### config.mk
export PLATFORM = sky130hd
export DESIGN_NAME = breakpoint_table_with_hit_counts
export DESIGN_NICKNAME = d
export VERILOG_FILES = /design/src/sv/bp_pkg.sv /design/src/sv/bp_cell.sv /design/src/sv/bp_match.sv /design/src/sv/breakpoint_table_with_hit_counts.sv
export SDC_FILE = /design/constraint.sdc
export NUM_CORES = 2
export LEC_CHECK = 0
export BUFFER_PORTS_ARGS = -buffer_cell sky130_fd_sc_hd__buf_4
export CELL_PAD_IN_SITES_DETAIL_PLACEMENT = 1
export CELL_PAD_IN_SITES_GLOBAL_PLACEMENT = 2
export CORE_MARGIN = 2
export CORE_UTILIZATION = 46
export CTS_BUF_LIST = sky130_fd_sc_hd__clkbuf_16
export DETAILED_ROUTE_END_ITERATION = 16
export PLACE_DENSITY = 0.87
export SLEW_MARGIN = 20
export SYNTH_ARGS = -nofsm -noshare
export SYNTH_HDL_FRONTEND = slang
export SYNTH_HIERARCHICAL = 1
export SYNTH_SLANG_ARGS = --single-unit
### constraint.sdc
create_clock -name clk -period 7.9 [get_ports clk]
set_clock_uncertainty 0.05 [all_clocks]
set_input_delay 0.79 -clock clk [delete_from_list [all_inputs] [get_ports clk]]
set_output_delay 0.79 -clock clk [all_outputs]
set_load 0.01 [all_outputs]
### src/sv/bp_pkg.sv
package bp_pkg;

	localparam int LINE_W     = 16;
	localparam int HIT_W      = 16;
	localparam int IDX_W      = 4;
	localparam int IN_TDATA_W = 24;
	localparam int IN_TUSER_W = 3;

	localparam logic [HIT_W-1:0] HIT_MAX = '1;

	typedef enum logic [IN_TUSER_W-1:0] {
		CMD_CHECK  = 3'd0,
		CMD_ADD    = 3'd1,
		CMD_REMOVE = 3'd2,
		CMD_CLEAR  = 3'd3,
		CMD_READ   = 3'd4
	} cmd_t;

	// Broadcast update controls, one copy for every cell of the row.
	typedef struct packed {
		logic              check_en;
		logic              add_en;
		logic              append_en;
		logic              shift_en;
		logic [LINE_W-1:0] line;
	} bp_ctl_t;

endpackage

### src/sv/bp_cell.sv
module bp_cell (
	input  logic                     clk,
	input  bp_pkg::bp_ctl_t          ctl,
	input  logic                     valid,
	input  logic                     at_tail,
	input  logic                     past_pos,
	input  logic [bp_pkg::LINE_W-1:0] nb_line,
	input  logic [bp_pkg::HIT_W-1:0]  nb_hits,
	output logic                     match,
	output logic [bp_pkg::LINE_W-1:0] line,
	output logic [bp_pkg::HIT_W-1:0]  hits
);
	import bp_pkg::*;

	logic [LINE_W-1:0] line_q;
	logic [HIT_W-1:0]  hits_q;

	// Compare the stored line with the request line
	assign match = valid && (line_q == ctl.line);
	assign line  = line_q;
	assign hits  = hits_q;

	// Shift down on remove, take the new line at the tail, clear or bump the counter
	always_ff @(posedge clk) begin
		priority if (ctl.shift_en && past_pos) begin
			line_q <= nb_line;
			hits_q <= nb_hits;
		end else if (ctl.append_en && at_tail) begin
			line_q <= ctl.line;
			hits_q <= '0;
		end else if (ctl.add_en && match) begin
			hits_q <= '0;
		end else if (ctl.check_en && match && (hits_q != HIT_MAX)) begin
			hits_q <= hits_q + HIT_W'(1);
		end else begin
			line_q <= line_q;
			hits_q <= hits_q;
		end
	end

endmodule

### src/sv/bp_match.sv
module bp_match #(
	parameter int N  = 16,
	parameter int IW = 4
) (
	input  logic                     match [N],
	input  logic [bp_pkg::HIT_W-1:0] hits [N],
	output logic                     any,
	output logic [IW-1:0]            pos,
	output logic [bp_pkg::HIT_W-1:0] hit
);
	import bp_pkg::*;

	// Stored lines are unique, so at most one cell matches: fold by OR
	always_comb begin
		any = 1'b0;
		pos = '0;
		hit = '0;
		for (int i = 0; i < N; i++) begin
			if (match[i]) begin
				any = 1'b1;
				pos = pos | IW'(i);
				hit = hit | hits[i];
			end
		end
	end

endmodule

### src/sv/breakpoint_table_with_hit_counts.sv
// Channel  Dir  Bits  Contents (lowest bit first)
// s_*      in   24    tdata: line_number[15:0], entry_index[19:16]; tuser: cmd[2:0]
// m_*      out  40    tdata: pause, ok, hit_count[15:0], entry_line[15:0], entry_count
//
// One request per cycle while s_tready is high; its result is registered and shows in the cycle after acceptance.
// Each entry lives in one cell of a row; all cells compare in parallel and a remove
// shifts every later cell down from its neighbor in the same cycle.
// Reset clears only the entry count and the output valid; cell contents are payload.
// s_tready drops only while a result waits and m_tready is low.
module breakpoint_table_with_hit_counts #(
	parameter int MAX_BREAKPOINTS = 16
) (
	input  logic                             clk,
	input  logic                             arst_n,
	input  logic                             s_tvalid,
	output logic                             s_tready,
	// line_number[15:0], entry_index[19:16], zero pad
	input  logic [bp_pkg::IN_TDATA_W-1:0]    s_tdata,
	// cmd[2:0]
	input  logic [bp_pkg::IN_TUSER_W-1:0]    s_tuser,
	output logic                             m_tvalid,
	input  logic                             m_tready,
	// pause, ok, hit_count[15:0], entry_line[15:0], entry_count, zero pad
	output logic [((2 + 2 * bp_pkg::LINE_W + $clog2(MAX_BREAKPOINTS + 1)) + 7) / 8 * 8 - 1:0]
		m_tdata
);
	import bp_pkg::*;

	localparam int N       = MAX_BREAKPOINTS;
	localparam int IW      = (N > 1) ? $clog2(N) : 1;
	localparam int CNTW    = $clog2(N + 1);
	localparam int RES_W   = 2 + LINE_W + HIT_W + CNTW;
	localparam int OUT_W   = (RES_W + 7) / 8 * 8;

	logic              accept;
	logic [2:0]        cmd;
	logic [LINE_W-1:0] req_line;
	logic [IDX_W-1:0]  req_idx;

	logic [CNTW-1:0]   used_q;
	logic [CNTW-1:0]   used_nxt;
	logic              m_tvalid_q;
	logic [OUT_W-1:0]  m_tdata_q;

	logic              cell_match [N];
	logic [LINE_W-1:0] cell_line  [N];
	logic [HIT_W-1:0]  cell_hits  [N];

	logic              any;
	logic [IW-1:0]     pos;
	logic [HIT_W-1:0]  hit_old;
	logic [HIT_W-1:0]  hit_inc;
	logic              has_room;
	logic              rd_ok;
	logic [IW-1:0]     rd_idx;
	bp_ctl_t           ctl;

	logic              pause_c;
	logic              ok_c;
	logic [HIT_W-1:0]  hit_c;
	logic [LINE_W-1:0] eline_c;

	assign cmd      = s_tuser;
	assign req_line = s_tdata[LINE_W-1:0];
	assign req_idx  = s_tdata[LINE_W +: IDX_W];

	assign s_tready = !m_tvalid_q || m_tready;
	assign accept   = s_tvalid && s_tready;
	assign m_tvalid = m_tvalid_q;
	assign m_tdata  = m_tdata_q;

	// Row of entry cells
	for (genvar g = 0; g < N; g++) begin : g_cell
		logic [LINE_W-1:0] nb_line;
		logic [HIT_W-1:0]  nb_hits;
		if (g == N - 1) begin : g_last
			assign nb_line = cell_line[g];
			assign nb_hits = cell_hits[g];
		end else begin : g_mid
			assign nb_line = cell_line[g+1];
			assign nb_hits = cell_hits[g+1];
		end
		bp_cell u_cell (
			.clk      (clk),
			.ctl      (ctl),
			.valid    (CNTW'(g) < used_q),
			.at_tail  (CNTW'(g) == used_q),
			.past_pos (IW'(g) >= pos),
			.nb_line  (nb_line),
			.nb_hits  (nb_hits),
			.match    (cell_match[g]),
			.line     (cell_line[g]),
			.hits     (cell_hits[g])
		);
	end

	bp_match #(
		.N  (N),
		.IW (IW)
	) u_match (
		.match (cell_match),
		.hits  (cell_hits),
		.any   (any),
		.pos   (pos),
		.hit   (hit_old)
	);

	assign hit_inc  = (hit_old == HIT_MAX) ? hit_old : hit_old + HIT_W'(1);
	assign has_room = 32'(used_q) < N;
	assign rd_idx   = IW'(req_idx);
	assign rd_ok    = (32'(req_idx) < 32'(used_q)) && (32'(req_idx) < N);

	// Derive cell controls and the result of this request
	always_comb begin
		ctl          = '0;
		ctl.line     = req_line;
		used_nxt     = used_q;
		pause_c      = 1'b0;
		ok_c         = 1'b0;
		hit_c        = '0;
		eline_c      = '0;
		unique case (cmd)
			CMD_CHECK: begin
				ctl.check_en = accept;
				pause_c      = any;
				ok_c         = any;
				hit_c        = any ? hit_inc : '0;
			end
			CMD_ADD: begin
				ctl.add_en = accept;
				if (req_line != '0) begin
					if (any) begin
						ok_c = 1'b1;
					end else if (has_room) begin
						ctl.append_en = accept;
						used_nxt      = used_q + CNTW'(1);
						ok_c          = 1'b1;
					end
				end
			end
			CMD_REMOVE: begin
				if (any) begin
					ctl.shift_en = accept;
					used_nxt     = used_q - CNTW'(1);
					ok_c         = 1'b1;
				end
			end
			CMD_CLEAR: begin
				used_nxt = '0;
				ok_c     = 1'b1;
			end
			CMD_READ: begin
				if (rd_ok) begin
					ok_c    = 1'b1;
					hit_c   = cell_hits[rd_idx];
					eline_c = cell_line[rd_idx];
				end
			end
			default: begin
			end
		endcase
	end

	// Hold the entry count and the output flag
	always_ff @(posedge clk or negedge arst_n) begin
		if (!arst_n) begin
			used_q     <= '0;
			m_tvalid_q <= 1'b0;
		end else begin
			if (accept) begin
				used_q <= used_nxt;
			end
			if (s_tready) begin
				m_tvalid_q <= s_tvalid;
			end
		end
	end

	// Load the result register on each accepted request
	always_ff @(posedge clk) begin
		if (accept) begin
			m_tdata_q <= OUT_W'({used_nxt, eline_c, hit_c, ok_c, pause_c});
		end
	end

endmodule

; ---- Word level (Yosys, flattened, before mapping)
; Index checks and enable logic that the tools add are counted.
; Widths: inputs -> output; s select.
[op_classes]
n_reduce_logical = 137
addsub = 19
order_cmp = 35
eq_ne = 52
mux = 166
bitwise_logic = 17
[ops]
columns = op, count
row1 = $mux 16, 114
row2 = $add 16x1->16 const B, 17
row3 = $eq 16x16->1, 16
row4 = $ne 16x16->1 const B, 16
row5 = $or 16x16->16, 15
row6 = $bmux 16 s4, 2
row7 = $logic_and 1x1->1, 97
row8 = $reduce_bool 4->1, 15
row9 = $eq 4x5->1 const A, 8
row10 = $lt 4x5->1 const A, 8
row11 = $ge 4x4->1 const A, 8
row12 = $mux 4, 8
row13 = $pmux 16 s2, 1
row14 = $reduce_bool 2->1, 15
row15 = $mux 1, 28
row16 = $eq 3x5->1 const A, 4
row17 = $lt 3x5->1 const A, 4
row18 = $mux 5, 4
row19 = $eq 16x16->1 const B, 1
row20 = $ge 3x4->1 const A, 4
row21 = $reduce_bool 16->1, 1
row22 = $pmux 5 s3, 1
row23 = $mux 3, 4
row24 = $eq 2x5->1 const A, 2
row25 = 24 further kinds, 33
[word_totals]
inputBits = 31
word_cells = 463
reg_bits = 557

; ---- Logic depth before layout (Yosys ltp)
[logic_depth]
depth_word = 37
depth_mapped = 18
depth_no_buf = 14

; ---- By module
; The synthesis kept the hierarchy.
[modules_own_cells]
columns = module, area_per_inst_um2, seq_area_each_um2, cells_per_inst, instances
row1 = bp_cell, 1825.5, 960.9, 192, 16
row2 = breakpoint_table_with_hit_counts, 6746.5, 1321.3, 553, 1
row3 = bp_match, 1585.3, 0.0, 189, 1

; ---- Least setup slack after synthesis
; OpenSTA, ideal clock, no wires.
[synth_path]
kind = input to register
startpoint = input s_tdata[8] (netlist bit)
endpoint = register g_cell[0].u_cell.hits_q[0] (enable)
path_slack_ps = 2975
t_required_ps = 7483
t_arrival_ps = 4508
path_stages = 14
cell_sequence = xor2_1 nor4_1 nand4_1 nor2_1 clkbuf_1 buf_2 nor4_1 nand4_1 clkbuf_1 nor3b_1 and2_1 nand2_1 nand2_1 a21o_1
[synth_lines]
columns = item, line_no
row1 = "start, declared", breakpoint_table_with_hit_counts.sv:18  ; input logic [bp_pkg::IN_TDATA_W-1:0] s_tdata,
row2 = "end signal, assigned", bp_cell.sv:27  ; hits_q <= nb_hits;
row3 = "end signal, assigned", bp_cell.sv:34  ; hits_q <= hits_q + HIT_W'(1);
row4 = "end signal, assigned", bp_cell.sv:37  ; hits_q <= hits_q;
row5 = "end, declared", bp_cell.sv:16  ; logic [HIT_W-1:0] hits_q;

==> metrics.csv <==
stage,metric,value,unit
routing,Routed WL per cell,29.0,um
synth,Post-synth EDFFs,551,
global_routing,gr usage total,34.2,%
sta,Final Cycle Share,90.0,%
die,Die Wd,290,um
sta,setup total negative slack,0,ns
status,status,completed,
power_and_ir_drop,total chip power,6.80,mW
die,Starting Density,46.5,%
critical_path,Crit. End Element,flop,
power_and_ir_drop,Power Density,165,nW/um2
placed_design,I/O Buffers,67,
clocking,"Clk Latency, worst-skew pair",0.62,ns
synth,multiplexer share of the synthesized area,8.80,%
cells_and_area,share of cells above drive strength 1,11.4,%
routing,DRT antenna net count,0,
power_and_ir_drop,Worst VDD drop,0.155,mV
synth,synthesis warning total,6,
synth,XOR/XNOR Fraction of Synth Area,11.4,%
clocking,clock slew at reported path FFs,0.05,ns
die,Ports,73,
global_routing,vias in the first global route,31892,
routing,initial detailed-routing violation count,4019,
sta,Setup Viol. Count Final,0,
routing,via count,31851,
synth,Cells after Synth,3814,
synth,ys flop type,edfxtp_1,
routing,via/cell ratio,6.40,
clocking,hold buffers post-CTS,1,
clocking,"Setup Fix Bufs, Post-CTS",0,
clocking,CTS H-tree depth,3,
synth,async set-or-reset flop fraction in the synthesized netlist,1.08,%
global_routing,largest net degree at the start of global routing,74,
die,Die Height,290,um
routing,Initial DRT Pass Iterations,7,
clocking,Root Buffer,clkbuf_16,
critical_path,Critical Path AT,7.30,ns
synth,count of different cell masters after synthesis,60,
cells_and_area,Fill cells,8998,
critical_path,critical path peak fanout,17,
power_and_ir_drop,Lkg Pwr,15.0,nW
critical_path,Setup CP Type,reg2reg,
sta,final number of max-transition violations,0,
clocking,CTS tree,done,
sta,fmax,0.141,GHz
sta,RSZ-0062 raised after global routing,false,
cells_and_area,Final #Nets,3925,
sta,final hold violation count,0,
synth,Mapped Area,37500,um2
critical_path,startpoint types,flop,
placed_design,final RePlAce weighted congestion,0.984,
routing,WL final,144,mm
synth,Simple-Gate Fraction of Synth Area,20.5,%
global_routing,antenna violations before repair,3,
die,core area,80700,um2
global_routing,first-pass GRT wire length,212,mm
sta,max_slew headroom,30.1,%
routing,# DRC,0,
sta,Period minus WS final,7.11,ns
synth,Post-Syn Area per Cell,9.84,um2
synth,area fraction in compound gates after synthesis,10.3,%
min_path,HP Class,in2reg,
clocking,cts repair resizes,0,
synth,Adder-Cell Fraction of Synth Area,0.833,%
die,Die Area,83900,um2
die,Rows,104,
synth,Yosys reg bits,557,
clocking,Sink Count,557,
cells_and_area,synthesis-to-finish area growth,9.74,%
clocking,CTS buffer count,69,
placed_design,Detailed Place HPWL,109,mm
flow_run,Max Cap Viol,0,
critical_path,CP required,8.09,ns
cells_and_area,post-layout util,51.1,%
synth,largest family of logic cells by synthesized area,simple AND/OR/NAND/NOR gates,
synth,sequential area share after synthesis,44.5,%
sta,Slew @ Worst Pin,1.05,ns
clocking,Clock Tree Buf Depth,3,
global_routing,overflow left after global routing,0,
worst max-delay path, stage by stage, from the launching register on:
cell     delay (ns)
dfrtp_1        0.68
inv_1          0.68
o21ai_0        0.26
nand4_1        0.34
nor2_1         0.13
nor4_2         0.65
nand4_1        0.70
a41oi_1        0.81
and2_1         0.31
and2_1         0.71
nand2_1        0.24
nand2_1        0.13
buf_4          0.26
a21o_1         0.73
synth_stat cells (5+ instances only):
library cell,instances,area share [%]
nand2_1,1233,12
edfxtp_1,551,44
xor2_1,361,8.4
o21ai_0,239,3.2
mux4_2,144,8.6
xnor2_1,129,3.0
clkbuf_1,115,1.1
nor2_1,101,1.0
nand4_1,89,1.5
nand3_1,87,1.2
inv_1,76,0.76
nor3_1,73,0.97
a221oi_1,61,1.4
nor4_1,61,1.0
a22o_1,60,1.4
o21ai_1,48,0.64
buf_6,40,1.2
a21o_1,29,0.58
a22oi_1,26,0.52
ha_1,25,0.83
and2_1,22,0.37
and3_1,22,0.37
nor2b_1,19,0.32
o31ai_1,18,0.36
buf_2,17,0.23
nor4_2,17,0.57
or3_1,17,0.28
o311ai_4,16,1.1
or2_1,16,0.27
a21oi_1,13,0.17
a22o_2,8,0.21
a31oi_1,7,0.12
nand2b_1,7,0.12
buf_1,6,0.060
buf_4,6,0.12
dfrtp_1,6,0.40
mux2i_1,6,0.16
o211ai_1,5,0.10
state kept, by name, indices dropped and copies added, names as in the netlist:
name,cells
g_cell.u_cell/hits,256
g_cell.u_cell/line,256
m_tdata,39
used_q,5
m_tvalid,1
cells in the final DEF, fill, tap and decap left out, types with 22 or more instances in the layout:
| cell | count |
|---|---|
| nand2_1 | 1233 |
| edfxtp_1 | 551 |
| xor2_1 | 361 |
| o21ai_0 | 239 |
| buf_4 | 165 |
| mux4_2 | 144 |
| xnor2_1 | 129 |
| nor2_1 | 101 |
| inv_1 | 91 |
| nand4_1 | 89 |
| nand3_1 | 87 |
| nor3_1 | 73 |
| clkbuf_16 | 71 |
| nor4_1 | 61 |
| a221oi_1 | 61 |
| a22o_1 | 60 |
| o21ai_1 | 48 |
| a21o_1 | 29 |
| a22oi_1 | 26 |
| ha_1 | 25 |
| and2_1 | 22 |
| and3_1 | 22 |
report_power, final:
| part | leakage [nW] | internal (mW) | switching, mW |
|---|---|---|---|
| Combinational | 8.92 | 0.189 | 0.324 |
| Sequential | 5.05 | 3.24 | 0.0185 |
| Clock | 1.07 | 1.72 | 1.30 |
| Total | 15.0 | 5.15 | 1.65 |
path summary, 6_finish.rpt:
check	slack, ns	cells past startpoint	startpoint	end
worst max register to register	0.79	13	used_q[4]$_DFFE_PN0N_	g_cell[8].u_cell/hits[11]$_DFFE_PP_
worst max-delay path	0.79	13	used_q[4]$_DFFE_PN0N_	g_cell[8].u_cell/hits[11]$_DFFE_PP_
min in group asynchronous	0.47	2	arst_n	used_q[0]$_DFFE_PN0N_
worst min register to register	0.53	2	m_tvalid$_DFFE_PN0N_	m_tvalid$_DFFE_PN0N_
max in group asynchronous	7.19	2	arst_n	used_q[2]$_DFFE_PN0N_
worst min-delay path	0.34	2	s_tvalid	m_tvalid$_DFFE_PN0N_
logic make-up (layout without fill, tap and decap cells):
group	after synthesis	after routing
AND/OR/NAND/NOR	1778	1778
buffers and inverters	261	358
other	2	7
AO/OA/AOI/OAI	551	551
flip-flops	557	557
multiplexers	150	150
XOR/XNOR	490	490
adder cells (fa/ha/maj)	25	25
per-layer routing:
| layer | track usage, % | share of wire, % |
|---|---|---|
| met4 | 10.3 | 2.9 |
| met3 | 10.8 | 12 |
| met2 | 49.3 | 42 |
| met1 | 48.9 | 42 |
| met5 | 1.08 | 0.076 |
cell type report:
type	count	area, um2	area share, %
multi-input cells	2997	19500	47.4
flip-flops and latches	557	16700	40.5
clock buffers	71	1780	4.31
well taps	1060	1330	3.22
repair buffers	168	1290	3.13
inverters	76	285	0.692
clock inverters	43	282	0.683
diodes	4	10.0	0.0243
per-stage QoR:
stage / cells / worst slack [ns] / hold slack, ns / area [um2]
finish: 4976 / 0.792 / 0.345 / 41200
global route: 4973 / 0.561 / 0.360 / 41200
CTS: 4971 / 1.14 / 0.332 / 41200
detailed placement: 4856 / 1.17 / 0.522 / 39100
global placement: 4856 / 1.25 / 0.492 / 39100
floorplan: 3815 / 2.97 / 0.444 / 37500
Power figures use the tool's default switching activity.
